--- src/sv/tct_ram.sv ---
// generic single port write, single port read ram with registered read
module tct_ram #(
    parameter int WIDTH = 8,
    parameter int DEPTH = 16
) (
    input  logic                     clk,
    input  logic                     we,
    input  logic [$clog2(DEPTH)-1:0] waddr,
    input  logic [WIDTH-1:0]         wdata,
    input  logic [$clog2(DEPTH)-1:0] raddr,
    output logic [WIDTH-1:0]         rdata
);

    logic [WIDTH-1:0] mem [DEPTH];

    // write port and registered read
    always_ff @(posedge clk)
    begin
        if (we)
        begin
            mem[waddr] <= wdata;
        end
        rdata <= mem[raddr];
    end

endmodule

--- config.mk ---
export PLATFORM = sky130hd
export DESIGN_NAME = tct_ram
export DESIGN_NICKNAME = d
export VERILOG_FILES = /design/src/sv/tct_ram.sv
export SDC_FILE = /design/constraint.sdc
export NUM_CORES = 1
export LEC_CHECK = 0
export BUFFER_PORTS_ARGS = -buffer_cell sky130_fd_sc_hd__buf_2
export CORE_MARGIN = 3
export CORE_UTILIZATION = 35
export DETAILED_ROUTE_END_ITERATION = 8
export PLACE_DENSITY = 0.58
export REMOVE_ABC_BUFFERS = 1
export SKIP_CTS_REPAIR_TIMING = 1
export SLEW_MARGIN = 15
export SYNTH_ARGS = -nofsm -noshare
export SYNTH_HDL_FRONTEND = slang
export SYNTH_SLANG_ARGS = --single-unit
--- constraint.sdc ---
create_clock -name clk -period 1.77 [get_ports clk]
set_input_delay 0.0885 -clock clk [delete_from_list [all_inputs] [get_ports clk]]
set_output_delay 0.0885 -clock clk [all_outputs]
set_load 0.05 [all_outputs]
==> results.py, run 1 <==
metrics = {
    "final_layout": {
        "final_cell_mix": "edfxtp_1, buf_2, buf_4",
        "utilization_pct": 43.9,
        "n_fill_cell": 1230,
        "antennaDiodeCount": 0,
        "drive_gt1_share_pct": 31.6,
        "area_delta_synth_final_pct": 20.6,
        "layout.nets": 306,
        "final_common_cell": "edfxtp_1",
    },
    "synth": {
        "synth_top_cell_by_area": "edfxtp_1",
        "avgSynthCellArea_um2": 22.5,
        "synthFlopType": "edfxtp_1",
        "synthTopCellsByArea": "edfxtp_1, mux4_2, mux4_1",
        "netlist_instances": 229,
        "synth_edf_count": 128,
        "yosys_warnings": 0,
        "synth_top_area_share_pct": 74.7,
        "synth_async_sr_flop_share_pct": 0,
        "ys_seq_area_share_pct": 77.8,
        "ys_seq_elements": 136,
        "netlist_area_mm2": 0.00515,
        "yosysUniqueCellTypes": 19,
    },
    "flow_run": {
        "cap_violations": 0,
    },
    "critical_path": {
        "max_stage_delay_ps": 510,
        "cp_num_buf_inv": 0,
        "cp.arrival_ps": 1700,
        "worstPathCellList": "mux4_1 > a22oi_1 > nand2_1",
        "cp_slowest_cell": "mux4_1",
        "required_ps": 2060,
        "timing.critical_path.to_type": "flop",
        "cp_top_family": "multiplexers",
        "criticalPathCategory": "reg -> reg",
        "crit_fanout": 1,
        "startpoint_type": "flop",
    },
    "sta": {
        "fmax_mhz": 711,
        "slew_viol_final": 0,
        "setup_violations": 0,
        "relSlewSlack_pct": 68.1,
        "tns_ps": 0,
        "fin_worst_skew_ps": 7.24,
        "rsz0062_at_grt": "false",
        "post-route-period-util_pct": 79.4,
        "hold_viol_final": 0,
        "worst_hold_slack_ps": 51.8,
        "worst_slew_pin_slew_ps": 479,
        "period_needed_ps": 1410,
    },
    "floorplan": {
        "fp.dieW_um": 127,
        "coreArea_mm2": 0.0141,
        "ios": 26,
        "start_util_pct": 36.4,
        "rows": 43,
        "die-area_mm2": 0.0162,
        "die_h_um": 127,
    },
    "pwr": {
        "power.density_mw_per_mm2": 1210,
        "share_seq_of_total_power_pct": 48.3,
        "power_frac_comb_pct": 5.5,
        "sw_frac_of_total_pct": 20.0,
        "p_leak_nw": 2.11,
        "vdd_drop_max_v": 0.000707,
        "power.clock.fraction_pct": 46.1,
        "p_sw_w": 0.00150,
        "p_int_w": 0.00600,
    },
    "global_routing": {
        "grt-ovfl-total": 0,
        "grt_max_degree": 33,
        "grt_first_pass_wirelength_um": 15600,
        "antenna_found_initial": 0,
        "grt_pass1_vias": 2551,
        "track_usage_pct": 13.7,
    },
    "place": {
        "gp_congestion": 0.743,
        "dp_hpwl_um": 6610,
        "numPortBuffers": 25,
    },
    "detailed_routing": {
        "vias_per_cell": 5.19,
        "drc_errors": 0,
        "num_vias": 2497,
        "dr.pass1.iters": 4,
        "drt_wl_total_um": 10300,
        "wire_per_inst_um": 21.4,
        "drtIter0Drc": 155,
        "antenna_left": 0,
    },
    "clock_tree": {
        "clk_latency_ps": 420,
        "cts_buffer_depth": 2,
        "clk_pin_slew_ps": 60,
        "htree_levels": 4,
        "cts_tree": "built",
        "clock-root-buffer": "clkbuf_16",
        "cts_sinks": 136,
        "cts_buffers": 17,
    },
    "worst_hold_path": {
        "hp-class": "in -> reg",
    },
    "status": {
        "status": "completed",
    },
}
==> worst register-to-register path, cell delays in order (launching register included) <==
cell and delay [ps]:
edfxtp_1 370, mux4_1 510, a22oi_1 310, nand2_1 100
==> kinds of logic (layout without fill, tap and decap cells) <==
family          count (synthesis)  count (layout)  synth area share (%)
simple gates                   35              35                  3.18
buf+inv                        10              82                  1.68
compound gates                 16              16                  2.33
flops                         136             136                  77.8
mux                            32              32                  15.0
==> through the flow <==
stage	cells	power, W	instance area, um^2	worst slack [ps]
global placement	449	0.00410	5620	167
finish	481	0.00749	6210	364
floorplan	219	0.00390	5060	189
CTS	481	0.00757	6210	382
global route	481	0.00777	6210	310
detailed placement	449	0.00411	5620	190
==> registers in the layout, indices dropped and copies added (netlist names) <==
name / count
rdata: 8
mem: 128
==> layout make-up <==
cell class,count,area (um^2),share of cell area (%)
clock buffer,23,458,7.37
clock inverter,9,128,2.06
multi-input combinational,83,1060,17.0
sequential,136,4000,64.5
tap,180,225,3.63
timing repair buffer,50,338,5.44
==> metal layers <==
| metal | GRT usage, % | share of wire, % | vias to the layer above |
|---|---|---|---|
| li1 | - | - | 1093 |
| met1 | 19.5 | 43 | 1304 |
| met2 | 19.4 | 47 | 78 |
| met3 | 3.97 | 7.1 | 22 |
| met4 | 6.18 | 2.4 | 0 |
| met5 | 0 | 0 | - |
==> path summary, 6_finish.rpt <==
| path | slack [ps] | endpoint | from | depth (start not counted) |
|---|---|---|---|---|
| setup / recovery | 360 | rdata[3] | mem[1][3] | 3 |
| hold / removal | 50 | mem[15][5] | wdata[5] | 1 |
| setup reg to reg | 360 | rdata[3] | mem[1][3] | 3 |
| hold reg to reg | 670 | rdata[5] | mem[14][5] | 3 |
==> power by group through the flow <==
stage	sequential, W	combinational, W	clock, W
after floorplan	0.00376	0.000144	0
after global placement	0.00369	0.000417	0
after detailed placement	0.00369	0.000421	0
after CTS	0.00362	0.000422	0.00353
after global routing	0.00363	0.000446	0.00370
final	0.00362	0.000415	0.00346
==> cell usage after synthesis, drive strengths merged, types with 2 or more instances <==
cell type,count
dfxtp,8
nand2b,2
nor3,4
buf,7
mux4,32
clkdlybuf4s25,3
a22oi,16
nor2,13
nand3b,2
nand2,9
edfxtp,128
Power figures use the tool's default switching activity.
==> run 2, diff against run 1 <==
--- a/config.mk
+++ b/config.mk
@@ -5,6 +5,7 @@
 export SDC_FILE = /design/constraint.sdc
 export NUM_CORES = 1
 export LEC_CHECK = 0
+export ABC_AREA = 1
 export BUFFER_PORTS_ARGS = -buffer_cell sky130_fd_sc_hd__buf_2
 export CORE_MARGIN = 3
 export CORE_UTILIZATION = 35
==> constraint.sdc (replaced) <==
create_clock -name clk -period 1.4 [get_ports clk]
set_input_delay 0.07 -clock clk [delete_from_list [all_inputs] [get_ports clk]]
set_output_delay 0.07 -clock clk [all_outputs]
set_load 0.05 [all_outputs]
==> run 2 against run 1 <==
Compared with the run above: register-to-register slack gained 40 ps; critical path depth shrank 2; global-route usage is 1.2 points higher; clock skew is 1.4 ps lower; cell count rose by 71%; hold slack gained 7.2 ps; clock power increased by 32%; setup slack worse by 75 ps; via count up 53%; count of clock-buffer cells in the layout fell by 4.
==> results.py, run 2 <==
metrics = {
    "status": {
        "status": "completed",
    },
    "floorplan": {
        "coreArea_mm2": 0.0160,
        "fp.dieW_um": 134,
        "rows": 46,
        "ios": 26,
        "start_util_pct": 36.0,
        "die-area_mm2": 0.0181,
        "die_h_um": 134,
    },
    "clock_tree": {
        "clk_latency_ps": 410,
        "clk_pin_slew_ps": 60,
        "clock-root-buffer": "clkbuf_16",
        "cts_buffer_depth": 2,
        "cts_tree": "built",
        "htree_levels": 4,
        "cts_buffers": 17,
        "cts_sinks": 136,
    },
    "synth": {
        "yosys-top-cells-count": "nand2_1, edfxtp_1, inv_1",
        "ys_seq_area_share_pct": 69.4,
        "yosysUniqueCellTypes": 12,
        "synth_edf_count": 128,
        "synth_async_sr_flop_share_pct": 0,
        "synth_most_common_cell": "nand2_1",
        "synthFlopType": "edfxtp_1",
        "netlist_area_mm2": 0.00577,
        "synth_top_cell_by_area": "edfxtp_1",
        "ys_seq_elements": 136,
        "synthTopCellsByArea": "edfxtp_1, nand2_1, nand3_1",
        "avgSynthCellArea_um2": 10.5,
        "netlist_instances": 551,
        "synth_top_area_share_pct": 66.7,
        "yosys_warnings": 0,
    },
    "place": {
        "numPortBuffers": 25,
        "gp_congestion": 0.823,
        "dp_hpwl_um": 7750,
    },
    "sta": {
        "fmax_mhz": 900,
        "fin_worst_skew_ps": 5.87,
        "worst_slew_pin_slew_ps": 415,
        "post-route-period-util_pct": 79.4,
        "rsz0062_at_grt": "false",
        "period_needed_ps": 1110,
        "hold_viol_final": 0,
        "tns_ps": 0,
        "slew_viol_final": 0,
        "setup_violations": 0,
        "relSlewSlack_pct": 72.3,
    },
    "detailed_routing": {
        "wire_per_inst_um": 15.5,
        "vias_per_cell": 4.65,
        "antenna_left": 0,
        "drtIter0Drc": 350,
        "drt_wl_total_um": 12800,
        "num_vias": 3831,
        "drc_errors": 0,
        "dr.pass1.iters": 5,
    },
    "global_routing": {
        "grt_pass1_vias": 3808,
        "grt_max_degree": 65,
        "grt-ovfl-total": 0,
        "grt_first_pass_wirelength_um": 20400,
        "antenna_found_initial": 0,
        "track_usage_pct": 14.9,
    },
    "critical_path": {
        "r2r_slack_ps": 400,
        "startpoint_type": "flop",
        "worstPathCellList": "buf_2",
        "cp_top_family": "flip-flops",
        "crit_fanout": 1,
        "timing.critical_path.to_type": "primary output",
        "cp_slowest_cell": "dfxtp_1",
        "required_ps": 1330,
        "startpoint": "rdata[7]",
        "criticalPathCategory": "reg -> out",
        "cp.arrival_ps": 1040,
        "cp_num_buf_inv": 1,
        "reg2reg_from": "mem[3][2]",
        "max_stage_delay_ps": 360,
    },
    "final_layout": {
        "area_delta_synth_final_pct": 18.3,
        "layout.nets": 613,
        "final_common_cell": "nand2_1",
        "largest_register_ffs": 128,
        "drive_gt1_share_pct": 13.0,
        "n_fill_cell": 1539,
        "regMostFlops": "mem",
        "utilization_pct": 42.6,
        "final_cell_mix": "nand2_1, edfxtp_1, inv_1",
        "antennaDiodeCount": 0,
        "reg_top3": "mem x128, rdata x8",
    },
    "worst_hold_path": {
        "hp-class": "in -> reg",
        "worstHoldStart": "wdata[0]",
    },
    "pwr": {
        "p_leak_nw": 2.94,
        "vdd_drop_max_v": 0.000803,
        "power.density_mw_per_mm2": 1430,
    },
    "flow_run": {
        "cap_violations": 0,
    },
}
run 2: cell type report:
| cell class | instances | area, um^2 | area share, % |
|---|---|---|---|
| clock buffer | 19 | 433 | 6.34 |
| clock inverter | 12 | 178 | 2.60 |
| inverter | 102 | 383 | 5.61 |
| multi-input combinational | 289 | 1210 | 17.8 |
| sequential | 136 | 4000 | 58.7 |
| tap | 216 | 270 | 3.96 |
| timing repair buffer | 49 | 343 | 5.02 |
run 2: logic make-up after synthesis:
group                  share of synthesized area, %
buffers and inverters                          9.52
flip-flops                                     69.4
AND/OR/NAND/NOR                                21.0
run 2: worst paths after layout:
check / to / cells past startpoint
worst max-delay path: rdata[7] / 1
worst min-delay path: mem[2][0] / 1
worst max register to register: rdata[2] / 6
worst min register to register: rdata[2] / 6
run 2: report_power, final:
part	switching [W]	internal [W]	total (W)
Combinational	0.000469	0.000173	0.000642
Sequential	0.0000282	0.00455	0.00458
Clock	0.00159	0.00297	0.00456
Total	0.00209	0.00769	0.00978
run 2: metal layers:
layer | part of all wire [%] | GRT usage, % | vias to the layer above
met3 | 5.0 | 3.26 | 30
met5 | 0 | 0 | -
met2 | 47 | 23.7 | 112
met4 | 3.1 | 7.18 | 0
met1 | 44 | 19.4 | 1831
li1 | - | - | 1858
run 2: through the flow:
step	worst slack (ps)	instances	power [W]	area (um^2)	hold slack (ps)
4_1_cts	264	823	0.00987	6820	54.0
5_1_grt	261	823	0.0101	6820	66.4
3_3_place_gp	265	792	0.00530	6210	477
2_1_floorplan	350	527	0.00500	5600	169
3_5_place_dp	249	792	0.00531	6210	474
6_report	289	823	0.00978	6820	59.0
==> run 3, diff against run 2 <==
--- a/config.mk
+++ b/config.mk
@@ -10,7 +10,7 @@
 export CORE_MARGIN = 3
 export CORE_UTILIZATION = 35
 export DETAILED_ROUTE_END_ITERATION = 8
-export PLACE_DENSITY = 0.58
+export PLACE_DENSITY = 0.6
 export REMOVE_ABC_BUFFERS = 1
 export SKIP_CTS_REPAIR_TIMING = 1
 export SLEW_MARGIN = 15
==> constraint.sdc (replaced) <==
create_clock -name clk -period 0.98 [get_ports clk]
set_input_delay 0.049 -clock clk [delete_from_list [all_inputs] [get_ports clk]]
set_output_delay 0.049 -clock clk [all_outputs]
set_load 0.05 [all_outputs]
==> run 3 against run 2 <==
Compared with the run above: die area stayed put; clock power grew 44%; hold slack worse by 24 ps; critical endpoint is now rdata[1]; largest cell class unchanged; largest power group is now the clock network; highest routed layer unchanged.
==> results.py, run 3 (synthesis results as in run 2) <==
metrics = {
    "status": {
        "status": "completed",
    },
    "detailed_routing": {
        "dr.pass1.iters": 5,
        "drc_errors": 0,
        "num_vias": 3865,
        "drtIter0Drc": 282,
        "wire_per_inst_um": 15.8,
        "vias_per_cell": 4.66,
        "antenna_left": 0,
        "drt_wl_total_um": 13100,
    },
    "sta": {
        "post-route-period-util_pct": 97.1,
        "fmax_mhz": 1050,
        "period_needed_ps": 952,
        "relSlewSlack_pct": 76.3,
        "layout_setup_ws_ps": 28.2,
        "hold_viol_final": 0,
        "rsz0062_at_grt": "true",
        "fin_worst_skew_ps": 5.99,
        "worst_hold_slack_ps": 35.1,
        "setup_violations": 0,
        "worst_slew_pin_slew_ps": 355,
        "slew_viol_final": 0,
    },
    "global_routing": {
        "antenna_found_initial": 0,
        "grt-ovfl-total": 0,
        "grt_max_degree": 51,
        "track_usage_pct": 15.4,
        "grt_pass1_vias": 3971,
        "grt_first_pass_wirelength_um": 21200,
    },
    "critical_path": {
        "cp_top_family": "flip-flops",
        "cp_slowest_cell": "dfxtp_2",
        "cp_num_buf_inv": 1,
        "startpoint_type": "flop",
        "cp.arrival_ps": 900,
        "crit_fanout": 1,
        "required_ps": 930,
        "r2r_slack_ps": 30,
        "criticalPathCategory": "reg -> out",
        "max_stage_delay_ps": 340,
        "timing.critical_path.to_type": "primary output",
        "worstPathCellList": "buf_6",
    },
    "flow_run": {
        "cap_violations": 0,
    },
    "final_layout": {
        "area_delta_synth_final_pct": 21.7,
        "drive_gt1_share_pct": 16.3,
        "regMostFlops": "mem",
        "largest_register_ffs": 128,
        "layout.nets": 619,
        "final_common_cell": "nand2_1",
        "antennaDiodeCount": 0,
        "final_cell_mix": "nand2_1, edfxtp_1, inv_1",
        "n_fill_cell": 1516,
        "reg_top3": "mem x128, rdata x8",
    },
    "place": {
        "gp_congestion": 0.818,
        "numPortBuffers": 25,
        "pre_cts_ws_ps": -145,
        "dp_hpwl_um": 8240,
    },
    "pwr": {
        "p_leak_nw": 3.03,
        "sw_frac_of_total_pct": 21.7,
        "p_int_w": 0.0111,
        "power.clock.fraction_pct": 46.5,
        "power.density_mw_per_mm2": 2010,
        "p_sw_w": 0.00307,
        "power_frac_comb_pct": 7.2,
        "share_seq_of_total_power_pct": 46.3,
        "vdd_drop_max_v": 0.00112,
    },
    "clock_tree": {
        "cts_sinks": 136,
        "htree_levels": 4,
        "cts_buffer_depth": 2,
        "clock-root-buffer": "clkbuf_16",
        "clk_pin_slew_ps": 60,
        "cts_tree": "built",
        "cts_buffers": 17,
        "clk_latency_ps": 410,
    },
    "floorplan": {
        "start_util_pct": 36.0,
        "die_h_um": 134,
        "ios": 26,
        "coreArea_mm2": 0.0160,
        "rows": 46,
        "fp.dieW_um": 134,
        "die-area_mm2": 0.0181,
    },
    "worst_hold_path": {
        "hp-class": "in -> reg",
    },
}
run 3: final cells by class:
class,count,area [um^2],share of cell area [%]
Clock inverter,13,176,2.51
Sequential cell,136,4010,57.1
Clock buffer,19,433,6.17
Inverter,102,383,5.45
Timing Repair Buffer,55,468,6.67
Tap cell,216,270,3.85
Multi-Input combinational cell,289,1280,18.3
run 3: power groups by stage:
stage                     Sequential, W  Combinational [W]  Clock, W
after global placement          0.00666           0.000947         0
after detailed placement        0.00666           0.000961         0
after global routing            0.00656            0.00112   0.00693
after CTS                       0.00654           0.000967   0.00665
after floorplan                 0.00679           0.000351         0
final                           0.00655            0.00102   0.00658
run 3: path summary, 6_finish.rpt:
path | start | end | cells past startpoint
worst max-delay path | rdata[1] | rdata[1] | 1
worst min-delay path | raddr[3] | rdata[3] | 3
worst max register to register | mem[9][7] | rdata[7] | 6
worst min register to register | mem[6][7] | rdata[7] | 6
run 3: metrics by stage:
stage                     setup TNS (ps)  util (%)  cells  total power, W  cell area (um^2)
after detailed placement           -8870      39.3    798         0.00762              6300
after floorplan                    -1610         -    527         0.00714              5600
after CTS                           -478      43.2    830          0.0142              6910
final                                  0      43.9    830          0.0141              7020
after global placement             -7230      39.3    798         0.00760              6300
after global routing               -66.4      43.9    830          0.0146              7020
run 3: per-layer routing:
layer	up-vias	GRT usage (%)	wire [um]
li1	1871	-	-
met1	1848	19.8	5630
met3	24	4.24	772
met4	0	4.92	210
met2	122	25.3	6480
met5	-	0	0
